File: src/rtl/rfbf_ram.sv
module rfbf_ram #(
    parameter int WIDTH = 32,
    parameter int DEPTH = 64,
    localparam int AW   = $clog2(DEPTH)
) (
    input  logic             clk,
    input  logic             we,
    input  logic [AW-1:0]    waddr,
    input  logic [WIDTH-1:0] wdata,
    input  logic [AW-1:0]    raddr,
    output logic [WIDTH-1:0] rdata
);

    logic [WIDTH-1:0] mem [DEPTH];
    logic [WIDTH-1:0] rdata_reg;

    always_ff @(posedge clk)
    begin
        if (we)
        begin
            mem[waddr] <= wdata;
        end
        rdata_reg <= mem[raddr];
    end

    assign rdata = rdata_reg;

endmodule

File: config.mk
export PLATFORM = sky130hd
export DESIGN_NAME = rfbf_ram
export DESIGN_NICKNAME = d
export VERILOG_FILES = /design/src/rtl/rfbf_ram.sv
export SDC_FILE = /design/constraint.sdc
export NUM_CORES = 2
export LEC_CHECK = 0
export ABC_AREA = 1
export BUFFER_PORTS_ARGS = -buffer_cell sky130_fd_sc_hd__buf_4
export CORE_MARGIN = 3
export CORE_UTILIZATION = 60
export CTS_BUF_LIST = sky130_fd_sc_hd__clkbuf_8
export DETAILED_ROUTE_END_ITERATION = 16
export PLACE_DENSITY = 0.76
export SETUP_SLACK_MARGIN = 0.02
export SYNTH_ARGS = -nofsm -noshare
export SYNTH_HDL_FRONTEND = slang
export SYNTH_SLANG_ARGS = --single-unit
File: constraint.sdc
create_clock -name clk -period 6.6 [get_ports clk]
set_input_delay 0.66 -clock clk [delete_from_list [all_inputs] [get_ports clk]]
set_output_delay 0.66 -clock clk [all_outputs]
set_load 0.005 [all_outputs]
# Word-level counts from Yosys, hierarchy flattened
# Memories as Yosys holds them, arrays and structs flattened. A register that Yosys moved wholly into a read port is not among the register bits.
# Cells that the tools add are included.
# totals
memories,1
regBits,0
romBits,0
word_cells,3
in_bits,46
latch_bits,0
ramBits,2048
out_inout_bits,32
# memory_table
memory,words,word_bits,read_ports,rd_ports_with_merged_regs,wr,line_no,text
mem,64,32,1,1,1,14,logic [WIDTH-1:0] mem [DEPTH];
# op_classes
eq_ne,0
order_cmp,0
bitwise,0
mul,0
muxes,2
addsub,0
reduce_logical,0
div,0
shifts,0
# ops
op,count
$mux 1,2

# Depth between registers and ports, before layout
# depth
depth_word,2
ltp_mapped,13
depth_no_buf,9

# Least setup slack after synthesis
# OpenSTA, ideal clock, no wires.
# synth_timing
path_type,input to register
start,input we
end,"memory mem[48][0], enable pin"
path_stages,3
arrival_time_ns,4.288
t_required_ns,6.098
n_path_buf,1
setup_slack_ns,1.810
setup_time_ns,0.502
cell_sequence,clkbuf_1 nand4_1 nor4_1
# synth_via
elab_chain_cells,2
# synth_rtl
element,line_no,text
"start, declared",7,"input logic we,"
$mux 1,19,if (we)
$mux 1 (not written as such),21,mem[waddr] <= wdata;
"end, declared",14,
# No other way between the ends.

==> reports/qor.tcl <==
set qor(drive_above_1_share_pct) 9.16
set qor(synthesis.yosys.warnings) 0
set qor(detail_route.drc_violations) 0
set qor(crit_fanout) 123
set qor(syn_area_mm2) 0.0827
set qor(yosysTopAreaCell) {sky130_fd_sc_hd__edfxtp_1}
set qor(slew_at_the_pin_with_the_worst_max_slew_slack_ns) 1.32
set qor(clk_transition_reported_paths_ns) 0.07
set qor(place.detailed.instances) 8290
set qor(final.setup_skew_ns) 0.0483
set qor(fill_cells) 9314
set qor(report.final.hold_viol_count) 0
set qor(crit_path_end_kind) {flop}
set qor(regToRegEndpoint) {rdata[8]$_DFF_P_}
set qor(post_synth_num_cell_types) 16
set qor(cell_count_of_the_worst_hold_path) 1
set qor(core.rowCount) 135
set qor(synth-main-ff-cell) {sky130_fd_sc_hd__edfxtp_1}
set qor(criticalPathCategory) {in -> reg}
set qor(synth-edff-count) 2048
set qor(routed-via-count) 55200
set qor(finalWorstPathRequiredPeriod_ns) 2.97
set qor(critPathLaunchType) {primary input}
set qor(antenna_found_initial) 18
set qor(maxCapViolCount) 0
set qor(postCtsSetupRepairBufs) 0
set qor(timing.max_slew.rel_slack_pct) 11.7
set qor(place_hpwl_um) 111000
set qor(worstPathRequired_ns) 7.53
set qor(yosys.area.top_type_share_pct) 74.3
set qor(synthArstFlopShare_pct) 0
set qor(syn_to_final_growth_pct) 9.52
set qor(final_report_setup_violation_count) 0
set qor(syn_inst) 6769
set qor(detail_route.wl_per_cell_um) 25.0
set qor(power.density_mw_per_mm2) 287
set qor(synth_fp_nets) 6815
set qor(critical_path.slowest_cell) {sky130_fd_sc_hd__buf_4}
set qor(tritoncts) {done}
set qor(place_congestion) 0.843
set qor(cts-buffers-inserted) 328
set qor(cellLeakagePower_nw) 32.2
set qor(number_of_pins_exceeding_their_max_slew_limit_in_the_final_report) 0
set qor(synth_seq_area_share_pct) 75.1
set qor(htree_num_levels) 5
set qor(worst_skew_pair.late_latency_ns) 1.03
set qor(max_stage_delay_ns) 0.71
set qor(hold_path.class) {in -> reg}
set qor(holdPathEnd) {mem[9][15]$_DFFE_PP_}
set qor(regToRegStartpoint) {mem[55][8]$_DFFE_PP_}
set qor(synth_top_cells_by_area) {sky130_fd_sc_hd__edfxtp_1 74%, sky130_fd_sc_hd__nand3_1 12%, sky130_fd_sc_hd__nand2_1 10%, sky130_fd_sc_hd__buf_2 1.7%, sky130_fd_sc_hd__dfxtp_1 0.77%}
set qor(die_y_um) 377
set qor(post_cts.resized_instances) 0
set qor(ir_worst_vdd_uv) 205
set qor(reg2reg_depth) 8
set qor(setup_repair_after_global_routing_missed_its_margin) {no}
set qor(grt_start_max_net_pins) 215
set qor(tns_ns) 0
set qor(cts_buffer_depth) 4
set qor(synth_common_cells) {2248 x sky130_fd_sc_hd__nand2_1, 2048 x sky130_fd_sc_hd__edfxtp_1, 1907 x sky130_fd_sc_hd__nand3_1, 282 x sky130_fd_sc_hd__buf_2, 77 x sky130_fd_sc_hd__clkbuf_1}
set qor(ys_seq_elements) 2080
set qor(largest_reg_flops) 2048
set qor(r2r_setup_slack_ns) 4.91
set qor(fmax_mhz) 336
set qor(cp.arrival_ns) 3.91
set qor(per_instance_average_area_after_synthesis_um2) 12.2
set qor(wl_um) 222000
set qor(first_global_vias) 53000
set qor(finalCritPeriodShare_pct) 45.1
set qor(outcome) {complete, no violations}
set qor(grt_pass1_wl_um) 328000
set qor(pin_count) 78
set qor(dr.pass1.iters) 6
set qor(cts_root_buf) {sky130_fd_sc_hd__clkbuf_8}
set qor(overflow) 0
set qor(instances_no_fill) 8864
set qor(cts-hold-fix-buffers) 0
set qor(antenna_left) 0
set qor(avgViaCountPerCell) 6.23
set qor(die_area_mm2) 0.142
set qor(final_nets) 6885
set qor(die_width_um) 377
set qor(placeableCoreArea_mm2) 0.136
set qor(worst_hold_startpoint) {wdata[15]}
set qor(io_buffer_count) 77
set qor(timing.critical_path.cells) {buf_8, buf_4, buf_4, nand2_1, nand3_1, nand3_1, nand3_1, nand3_1, nand2_1, nand2_1, nand2_1}
set qor(yosys.cell_count.top_type) {sky130_fd_sc_hd__nand2_1}
set qor(grtUsageTotal_pct) 30.9
set qor(floorplan.initialDensity_pct) 60.8
set qor(cts.sinks) 2080
set qor(drt-initial-drc-count) 8063
[logic make-up after synthesis]
family / count (synthesis) / share of synthesized area (%)
flip-flops: 2080 / 75.1
AND/OR/NAND/NOR: 4228 / 22.1
buffers and inverters: 461 / 2.78
[where the power goes]
part | internal [mW] | total, mW | switching, mW
Clock | 4.97 | 9.77 | 4.80
Sequential | 14.6 | 14.7 | 0.0572
Combinational | 0.389 | 1.59 | 1.20
[worst max path at each step]
stage                     startpoint              endpoint  slack (ns)
after global placement      raddr[1]      rdata[9]$_DFF_P_        2.76
after CTS                   raddr[0]     rdata[22]$_DFF_P_        3.81
after floorplan                   we  mem[48][0]$_DFFE_PP_        1.81
after global routing        raddr[0]     rdata[22]$_DFF_P_        3.55
after detailed placement    raddr[0]     rdata[22]$_DFF_P_        2.74
final                       raddr[0]     rdata[16]$_DFF_P_        3.63
[placed cells by master (no fill, tap or decap), types with 10 or more instances in the layout]
master / instances
sky130_fd_sc_hd__nand2_1: 2248
sky130_fd_sc_hd__edfxtp_1: 2048
sky130_fd_sc_hd__nand3_1: 1907
sky130_fd_sc_hd__clkbuf_8: 342
sky130_fd_sc_hd__buf_4: 171
sky130_fd_sc_hd__inv_1: 112
sky130_fd_sc_hd__clkinv_1: 69
sky130_fd_sc_hd__nor2_4: 56
sky130_fd_sc_hd__clkinv_2: 35
sky130_fd_sc_hd__dfxtp_1: 32
sky130_fd_sc_hd__buf_12: 14
sky130_fd_sc_hd__diode_2: 10
[stage by stage]
step / hold WS (ns) / power [mW] / util [%] / instance area (um^2) / worst slack [ns]
global route: 0.169 / 26.8 / 66.6 / 90600 / 3.55
global placement: 0.765 / 16.5 / 62.3 / 84800 / 2.76
detailed placement: 0.773 / 16.5 / 62.3 / 84800 / 2.74
floorplan: 0.721 / 15.8 / - / 82700 / 1.81
CTS: 0.107 / 26.1 / 66.5 / 90600 / 3.81
finish: 0.192 / 26.0 / 66.6 / 90600 / 3.63
[critical path, delay by kind of cell]
kind                   cells  cell delay, ns
buffers and inverters      3            1.99
and+or+nand+nor            8            1.03
[metal layers]
layer  up-vias  global-route usage [%]  part of all wire, %
li1      24300                       -                    -
met2      3871                    47.8                   47
met3       547                    8.53                   14
met4        12                    12.3                  3.5
met1     26500                    42.0                   36
met5         -                       0                0.083
[layout make-up]
class | instances | area (um^2) | area share, %
timing repair buffer | 189 | 1620 | 1.79
antenna | 10 | 25.0 | 0.0276
clock buffer | 342 | 4710 | 5.19
inverter | 12 | 82.6 | 0.0911
tap | 1781 | 2230 | 2.46
clock inverter | 222 | 1040 | 1.15
sequential | 2080 | 62100 | 68.6
multi-input combinational | 4228 | 18800 | 20.7
Power figures use the tool's default switching activity.
