File: config.mk
export PLATFORM = sky130hd
export DESIGN_NAME = rfbf_mac
export DESIGN_NICKNAME = d
export VERILOG_FILES = /design/src/rtl/rfbf_pkg.sv /design/src/rtl/rfbf_mac.sv
export SDC_FILE = /design/constraint.sdc
export NUM_CORES = 2
export LEC_CHECK = 0
export BUFFER_PORTS_ARGS = -buffer_cell sky130_fd_sc_hd__buf_2
export CORE_UTILIZATION = 55
export DETAILED_ROUTE_END_ITERATION = 8
export HOLD_SLACK_MARGIN = 0.1
export MAX_ROUTING_LAYER = met4
export PLACE_DENSITY = 0.72
export SYNTH_ARGS = -nofsm -noshare
export SYNTH_HDL_FRONTEND = slang
export SYNTH_SLANG_ARGS = --single-unit
File: constraint.sdc
create_clock -name clk -period 9.4 [get_ports clk]
set_clock_uncertainty 0.05 [all_clocks]
set_input_delay 0.47 -clock clk [delete_from_list [all_inputs] [get_ports clk]]
set_output_delay 0.47 -clock clk [all_outputs]
set_load 0.03 [all_outputs]
File: src/rtl/rfbf_pkg.sv
package rfbf_pkg;

    localparam int ROW_LEN      = 64;
    localparam int COL_W        = 6;
    localparam int TWIDDLE_BITS = 18;
    localparam int GUARD        = 12;
    localparam int MAX_WAVE     = (ROW_LEN + 1) / 2;
    localparam int NWAVE        = MAX_WAVE + 1;
    localparam int WAVE_W       = 6;
    localparam int SAMPLE_W     = 32;
    localparam int COEF_W       = 48;
    localparam int TW_W         = TWIDDLE_BITS + 2;
    localparam int PROD_W       = COEF_W + TW_W;
    localparam int ACC_W        = 58;
    localparam int CFG_W        = 6;

    localparam logic REG_FIRST_WAVE = 1'b0;
    localparam logic REG_LAST_WAVE  = 1'b1;

    localparam longint unsigned HALFPI_Q30 = 64'd1686629713;
    localparam longint unsigned ONE_Q30    = 64'd1 << 30;

    typedef enum logic [1:0] {
        STAT_OK      = 2'd0,
        STAT_MISSING = 2'd1,
        STAT_RANGE   = 2'd2
    } status_t;

    typedef enum logic [3:0] {
        ST_FILL,
        ST_AN_ISSUE,
        ST_AN_DRAIN,
        ST_AN_WRITE,
        ST_RB_START,
        ST_RB_ISSUE,
        ST_RB_DRAIN,
        ST_RB_LOAD,
        ST_PASS_RD,
        ST_PASS_LOAD,
        ST_WAIT
    } state_t;

    typedef struct packed {
        logic valid;
        logic rnd;
        logic acc_sin;
        logic use_sin;
    } mac_op_t;

    typedef logic signed [TW_W-1:0] tw_table_t [ROW_LEN];

    // shift and subtract quotient, table build only
    function automatic longint unsigned long_div(
        input longint unsigned num,
        input longint unsigned den
    );
        longint unsigned quo;
        longint unsigned rem;
        quo = 0;
        rem = 0;
        for (int b = 63; b >= 0; b--)
        begin
            rem = (rem << 1) | ((num >> b) & 64'd1);
            if (rem >= den)
            begin
                rem = rem - den;
                quo = quo | (64'd1 << b);
            end
        end
        return quo;
    endfunction

    // quarter-wave taylor series, rotated by quadrant
    function automatic tw_table_t build_table(input bit want_sin);
        tw_table_t tab;
        longint unsigned t;
        longint unsigned q;
        longint unsigned u;
        longint unsigned phi;
        longint unsigned term;
        longint signed c;
        longint signed s;
        longint signed cr;
        longint signed sr;
        longint signed vc;
        longint signed vs;
        for (int r = 0; r < ROW_LEN; r++)
        begin
            t = 4 * r;
            q = t / ROW_LEN;
            u = t - q * ROW_LEN;
            phi = (HALFPI_Q30 * u + ROW_LEN / 2) / ROW_LEN;
            term = ONE_Q30;
            c = ONE_Q30;
            s = 0;
            for (int k = 1; k <= 20; k++)
            begin
                term = (term * phi + (64'd1 << 29)) >> 30;
                term = long_div(term + longint'(k / 2), longint'(k));
                case (k % 4)
                    1: s = s + longint'(term);
                    2: c = c - longint'(term);
                    3: s = s - longint'(term);
                    default: c = c + longint'(term);
                endcase
            end
            if (c < 0) c = 0;
            if (c > longint'(ONE_Q30)) c = ONE_Q30;
            if (s < 0) s = 0;
            if (s > longint'(ONE_Q30)) s = ONE_Q30;
            cr = (c + (64'sd1 << (29 - TWIDDLE_BITS))) >>> (30 - TWIDDLE_BITS);
            sr = (s + (64'sd1 << (29 - TWIDDLE_BITS))) >>> (30 - TWIDDLE_BITS);
            case (q % 4)
                0: begin vc = cr;  vs = sr;  end
                1: begin vc = -sr; vs = cr;  end
                2: begin vc = -cr; vs = -sr; end
                default: begin vc = sr; vs = -cr; end
            endcase
            tab[r] = want_sin ? TW_W'(vs) : TW_W'(vc);
        end
        return tab;
    endfunction

    localparam tw_table_t TW_COS = build_table(1'b0);
    localparam tw_table_t TW_SIN = build_table(1'b1);

endpackage

File: src/rtl/rfbf_mac.sv
module rfbf_mac
    import rfbf_pkg::*;
(
    input  logic                     clk,
    input  logic                     rst_n,
    input  mac_op_t                  op,
    input  logic signed [COEF_W-1:0] a,
    input  logic signed [TW_W-1:0]   c,
    input  logic                     clear,
    output logic signed [ACC_W-1:0]  acc_cos,
    output logic signed [ACC_W-1:0]  acc_sin
);

    mac_op_t                   op1_reg;
    mac_op_t                   op2_reg;
    logic signed [PROD_W-1:0]  p_reg;
    logic signed [ACC_W-1:0]   term_reg;
    logic signed [ACC_W-1:0]   term_next;
    logic signed [ACC_W-1:0]   acc_cos_reg;
    logic signed [ACC_W-1:0]   acc_sin_reg;
    logic [PROD_W-1:0]         p_mag;
    logic [PROD_W-1:0]         p_rnd;

    // product rounded half away from zero to coefficient units on rnd ops, else passed unrounded
    always_comb
    begin
        p_mag = p_reg[PROD_W-1] ? PROD_W'(-p_reg) : PROD_W'(p_reg);
        p_rnd = (p_mag + (PROD_W'(1) << (TWIDDLE_BITS - 1))) >> TWIDDLE_BITS;
        if (op1_reg.rnd)
        begin
            term_next = p_reg[PROD_W-1] ? -ACC_W'(p_rnd) : ACC_W'(p_rnd);
        end
        else
        begin
            term_next = ACC_W'(p_reg);
        end
    end

    always_ff @(posedge clk or negedge rst_n)
    begin
        if (!rst_n)
        begin
            op1_reg     <= '0;
            op2_reg     <= '0;
            acc_cos_reg <= '0;
            acc_sin_reg <= '0;
        end
        else
        begin
            op1_reg <= op;
            op2_reg <= op1_reg;
            if (clear)
            begin
                acc_cos_reg <= '0;
                acc_sin_reg <= '0;
            end
            else if (op2_reg.valid)
            begin
                if (op2_reg.acc_sin)
                begin
                    acc_sin_reg <= acc_sin_reg + term_reg;
                end
                else
                begin
                    acc_cos_reg <= acc_cos_reg + term_reg;
                end
            end
        end
    end

    always_ff @(posedge clk)
    begin
        p_reg    <= PROD_W'(a) * PROD_W'(c);
        term_reg <= term_next;
    end

    assign acc_cos = acc_cos_reg;
    assign acc_sin = acc_sin_reg;

    a_clear_idle: assert property (@(posedge clk) disable iff (!rst_n)
        clear |-> (!op1_reg.valid && !op2_reg.valid && !op.valid))
        else $error("accumulator cleared with products in flight");

endmodule
## Yosys cells after proc, flatten, opt, wreduce, memory -nomap -nowiden

Index checks and enable logic that the tools add are counted.

| storage, ports and cells | value |
|---|---|
| register bits after elaboration | 247 |
| input port bits | 75 |
| output and inout port bits | 116 |
| word-level logic and storage cells | 29 |

| operators by class | value |
|---|---|
| $add $sub $neg | 5 |
| multipliers | 1 |
| equal/unequal tests | 1 |
| multiplexer cells | 9 |
| reduce and logical (&&, ||, !) cells | 4 |

Operators with widths:

| kind | count |
|---|---|
| 58-bit two-way mux | 8 |
| 58-bit adder | 2 |
| 68-bit by 18-bit adder with 68-bit output, second input constant | 1 |
| 48-bit by 20-bit multiplier with 68-bit output | 1 |
| 68-bit two-way mux | 1 |
| 68-bit negation | 1 |
| 50-bit negation with 58-bit output | 1 |
| 2-bit AND reduction | 2 |
| 2-bit nonzero test | 2 |
| 2-bit != test, second input constant | 1 |

## Longest topological paths before layout

| depth | value |
|---|---|
| word-level depth | 6 |
| gate-level depth with buffers | 33 |
| mapped depth without buffers | 30 |

## Worst setup path before layout

Ideal clock, no wire load.

| timing | value |
|---|---|
| path type | input to register |
| start point | in c[11] |
| end point | reg p_reg[66] |
| setup time | 0.119 ns |
| arrival | 7.625 ns |
| data required time | 9.231 ns |
| path slack | 1.606 ns |
| stages | 27 |
| buffers on the path | 2 |
| cell sequence | clkbuf_1 -> clkbuf_1 -> nand2_1 -> fa_1 -> inv_1 -> fa_1 -> inv_1 -> fa_1 -> inv_1 -> fa_1 -> fa_1 -> fa_1 -> inv_1 -> fa_1 -> inv_1 -> ha_1 -> nand3_1 -> or4_1 -> a221o_1 -> a31oi_1 -> o21a_1 -> o21ai_0 -> a31o_2 -> o311a_1 -> o41ai_1 -> a31oi_1 -> xnor2_1 |

| between the ends | value |
|---|---|
| cells in the longest elaborated chain, start to end | 1 |

RTL lines:

| element | line | RTL |
|---|---|---|
| start: declaration | rfbf_mac.sv:8 | `input logic signed [TW_W-1:0] c,` |
| 48-bit by 20-bit multiplier with 68-bit output | rfbf_mac.sv:73 | `p_reg <= PROD_W'(a) * PROD_W'(c);` |
| end signal: assignment | rfbf_mac.sv:73 |  |
| end: declaration | rfbf_mac.sv:16 | `logic signed [PROD_W-1:0] p_reg;` |

Every way passes these cells.
A chain may end at the register's enable or synchronous reset.

## Worst setup path after layout

| timing | value |
|---|---|
| start point | in c[3] |
| end point | reg p_reg[64] |

Same word-level chain as after synthesis.

==> impl_metrics.tcl <==
set metrics [dict create \
    slowest_stage "buf_2" \
    ys_async_sr_fraction 0.490 \
    yosysUniqueCellTypes 96 \
    ys.flop_type "dfxtp_1" \
    clock-root-buffer "clkbuf_16" \
    syn_area_mm2 0.0504 \
    cts_setup_buffers 0 \
    status "finished clean" \
    die_h_um 305 \
    regToRegStartpoint "p_reg[15]$_DFF_P_" \
    clock-sinks 247 \
    syn_inst 5911 \
    grt_pass1_wl_um 222000 \
    yosys_register_bits 247 \
    routedWlPerCell_um 19.2 \
    drv_cap 0 \
    ys_seq_area_frac 0.110 \
    cpMostUsedCell "fa_1" \
    min_path_type "in2async" \
    cp.arrival_ns 8.60 \
    cp-end-kind "flop" \
    cp_max_fo 35 \
    areaGrowthSynthToFinish_pct 4.75 \
    via_per_inst 5.70 \
    worst_pin_slew_ns 1.17 \
    cts-buffers-inserted 24 \
    clockBufferDepth 3 \
    clkLatencyLatePin_ns 0.55 \
    max_stage_delay_ns 0.66 \
    track_usage 0.307 \
    syn_avg_cell_area_um2 8.53 \
    cp_num_buf_inv 5 \
    ant_nets 0 \
    setup_tns_ns 0 \
    grt_remaining_overflow 0 \
    grt_max_degree 102 \
    largest_reg_flops 68 \
    dp_hpwl_um 106000 \
    htree_levels 1 \
    cts_tree "yes" \
    post-route-period-util 0.870 \
    critPathKind "in2reg" \
    fmax_mhz 122 \
    drc_errors 0 \
    routed_wl_um 135000 \
    layout.nets 7130 \
    cp-start-kind "input pin" \
    start_util 0.558 \
    max_slew_margin 0.221 \
    io_pins 191 \
    synth_edf_count 0 \
    antenna_found_initial 4 \
    gp_congestion 0.943 \
    syn_nets 7191 \
    port_buffers 189 \
    ys_warn_count 0 \
    drv_slew 0 \
    startpoint "c[3]" \
    drtIter0Drc 2997 \
    worstPathRequired_ns 9.82 \
    period_needed_ns 8.18 \
    die_area_mm2 0.0929 \
    setup_viol 0 \
    fp.coreArea_mm2 0.0904 \
    die_w_um 305 \
    dr.pass1.iters 5 \
    vias 40200 \
    first_global_vias 41700 \
    path_clk_slew_ns 0.07 \
    drive_gt1_frac 0.0600 \
    crit_family "adder cells" \
    finalHoldViolCount 0 \
    rsz0062_at_grt "false" \
    rows 110 \
]
## cell usage after synthesis, drive strengths merged, types with 121 or more instances
master | count | area [µm²]
nor2 | 228 | 856
a21o | 131 | 983
inv | 1074 | 4030
xnor2 | 196 | 1720
ha | 279 | 3490
fa | 926 | 18500
a21oi | 325 | 1630
nand2 | 813 | 3060
dfrtp | 121 | 3030
o21ai | 136 | 681
dfxtp | 126 | 2520
clkbuf | 305 | 1140
and2 | 419 | 2620
## worst reg2reg max path: stages (launching register included)
cell and delay, ns:
dfxtp_1 0.35, nor4_1 0.34, nand3_1 0.52, or3_1 0.54
nand2_1 0.10, xnor2_1 0.12, ha_1 0.28, inv_1 0.11
or3_1 0.40, o32ai_1 0.38, nand4_1 0.37, or2_2 0.48
or4_1 0.56, a211oi_2 0.29, o211ai_1 0.20, or3_1 0.53
nor2_1 0.45, nand2_1 0.11, o311ai_1 0.42, o21ai_0 0.19
## what timing repair did
item,in CTS,in global routing
setup endpoints to repair,0,0
endpoints found under the hold margin,15,0
gates resized for setup,0,0
hold buffers,4,0
## worst paths after layout
check / cells after the start / endpoint / slack [ns]
max in group asynchronous: 3 / op1_reg[2]$_DFF_PN0_ / 7.83
worst min register to register: 0 / op2_reg[1]$_DFF_PN0_ / 0.31
worst max-delay path: 27 / p_reg[64]$_DFF_P_ / 1.22
worst min-delay path: 2 / acc_cos[28]$_DFFE_PN0P_ / 0.27
min in group clk: 0 / op2_reg[1]$_DFF_PN0_ / 0.31
worst max register to register: 19 / term_reg[57]$_DFF_P_ / 2.46
## layout by cell type (no fill, tap or decap), types with 30 or more instances in the layout
cell,instances
xor2_1,101
nand3_1,81
dfrtp_1,120
buf_4,49
fa_1,926
nand4_1,32
a31oi_1,37
a21oi_1,325
o21bai_1,35
o21ai_0,133
or3_1,30
nor3_1,51
dfxtp_1,125
nand2b_1,38
buf_2,187
and2_1,418
a21o_1,131
nor2_1,228
inv_1,1073
xnor2_1,196
nand2_1,810
ha_1,279
## metrics by stage
step | setup slack, ns | std cells | utilization | area (µm²) | hold WS, ns
6_report | 1.22 | 7047 | 0.584 | 52800 | 0.269
5_1_grt | 0.745 | 7047 | 0.584 | 52800 | 0.267
4_1_cts | 1.30 | 7044 | 0.584 | 52800 | 0.254
3_5_place_dp | 0.739 | 6996 | 0.575 | 52000 | 0.292
3_3_place_gp | 0.808 | 6996 | 0.575 | 52000 | 0.289
2_1_floorplan | 1.61 | 5911 | - | 50400 | 0.124
## per-layer routing
| layer | track usage | vias to the layer above | routed length, µm |
|---|---|---|---|
| met5 | - | - | 0 |
| li1 | - | 18300 | - |
| met3 | 0.0540 | 231 | 11700 |
| met4 | 0.0733 | 0 | 3410 |
| met2 | 0.488 | 1580 | 63000 |
| met1 | 0.408 | 20100 | 57400 |
## area by class of cell
cell class              instances  area, µm²
inverters                    1074       4030
diodes                          3       7.51
fillers                      8135      37600
repair buffers                240       1340
flip-flops and latches        247       5560
clock inverters                12       88.8
clock buffers                  32        714
well taps                    1176       1470
multi-input cells            4263      39600
## cells by family after synthesis
group,after synthesis,synth area share
DFF,247,0.110
muxes,16,0.00347
and+or+nand+nor,1856,0.180
adders and majority gates,1205,0.437
xor gates and xnor gates,297,0.0516
AOI/OAI and AO/OA,889,0.114
buffers and inverters,1401,0.105
Power is not shown: default switching activity piles up to over one toggle a cycle in this logic, so the estimate is an artifact.
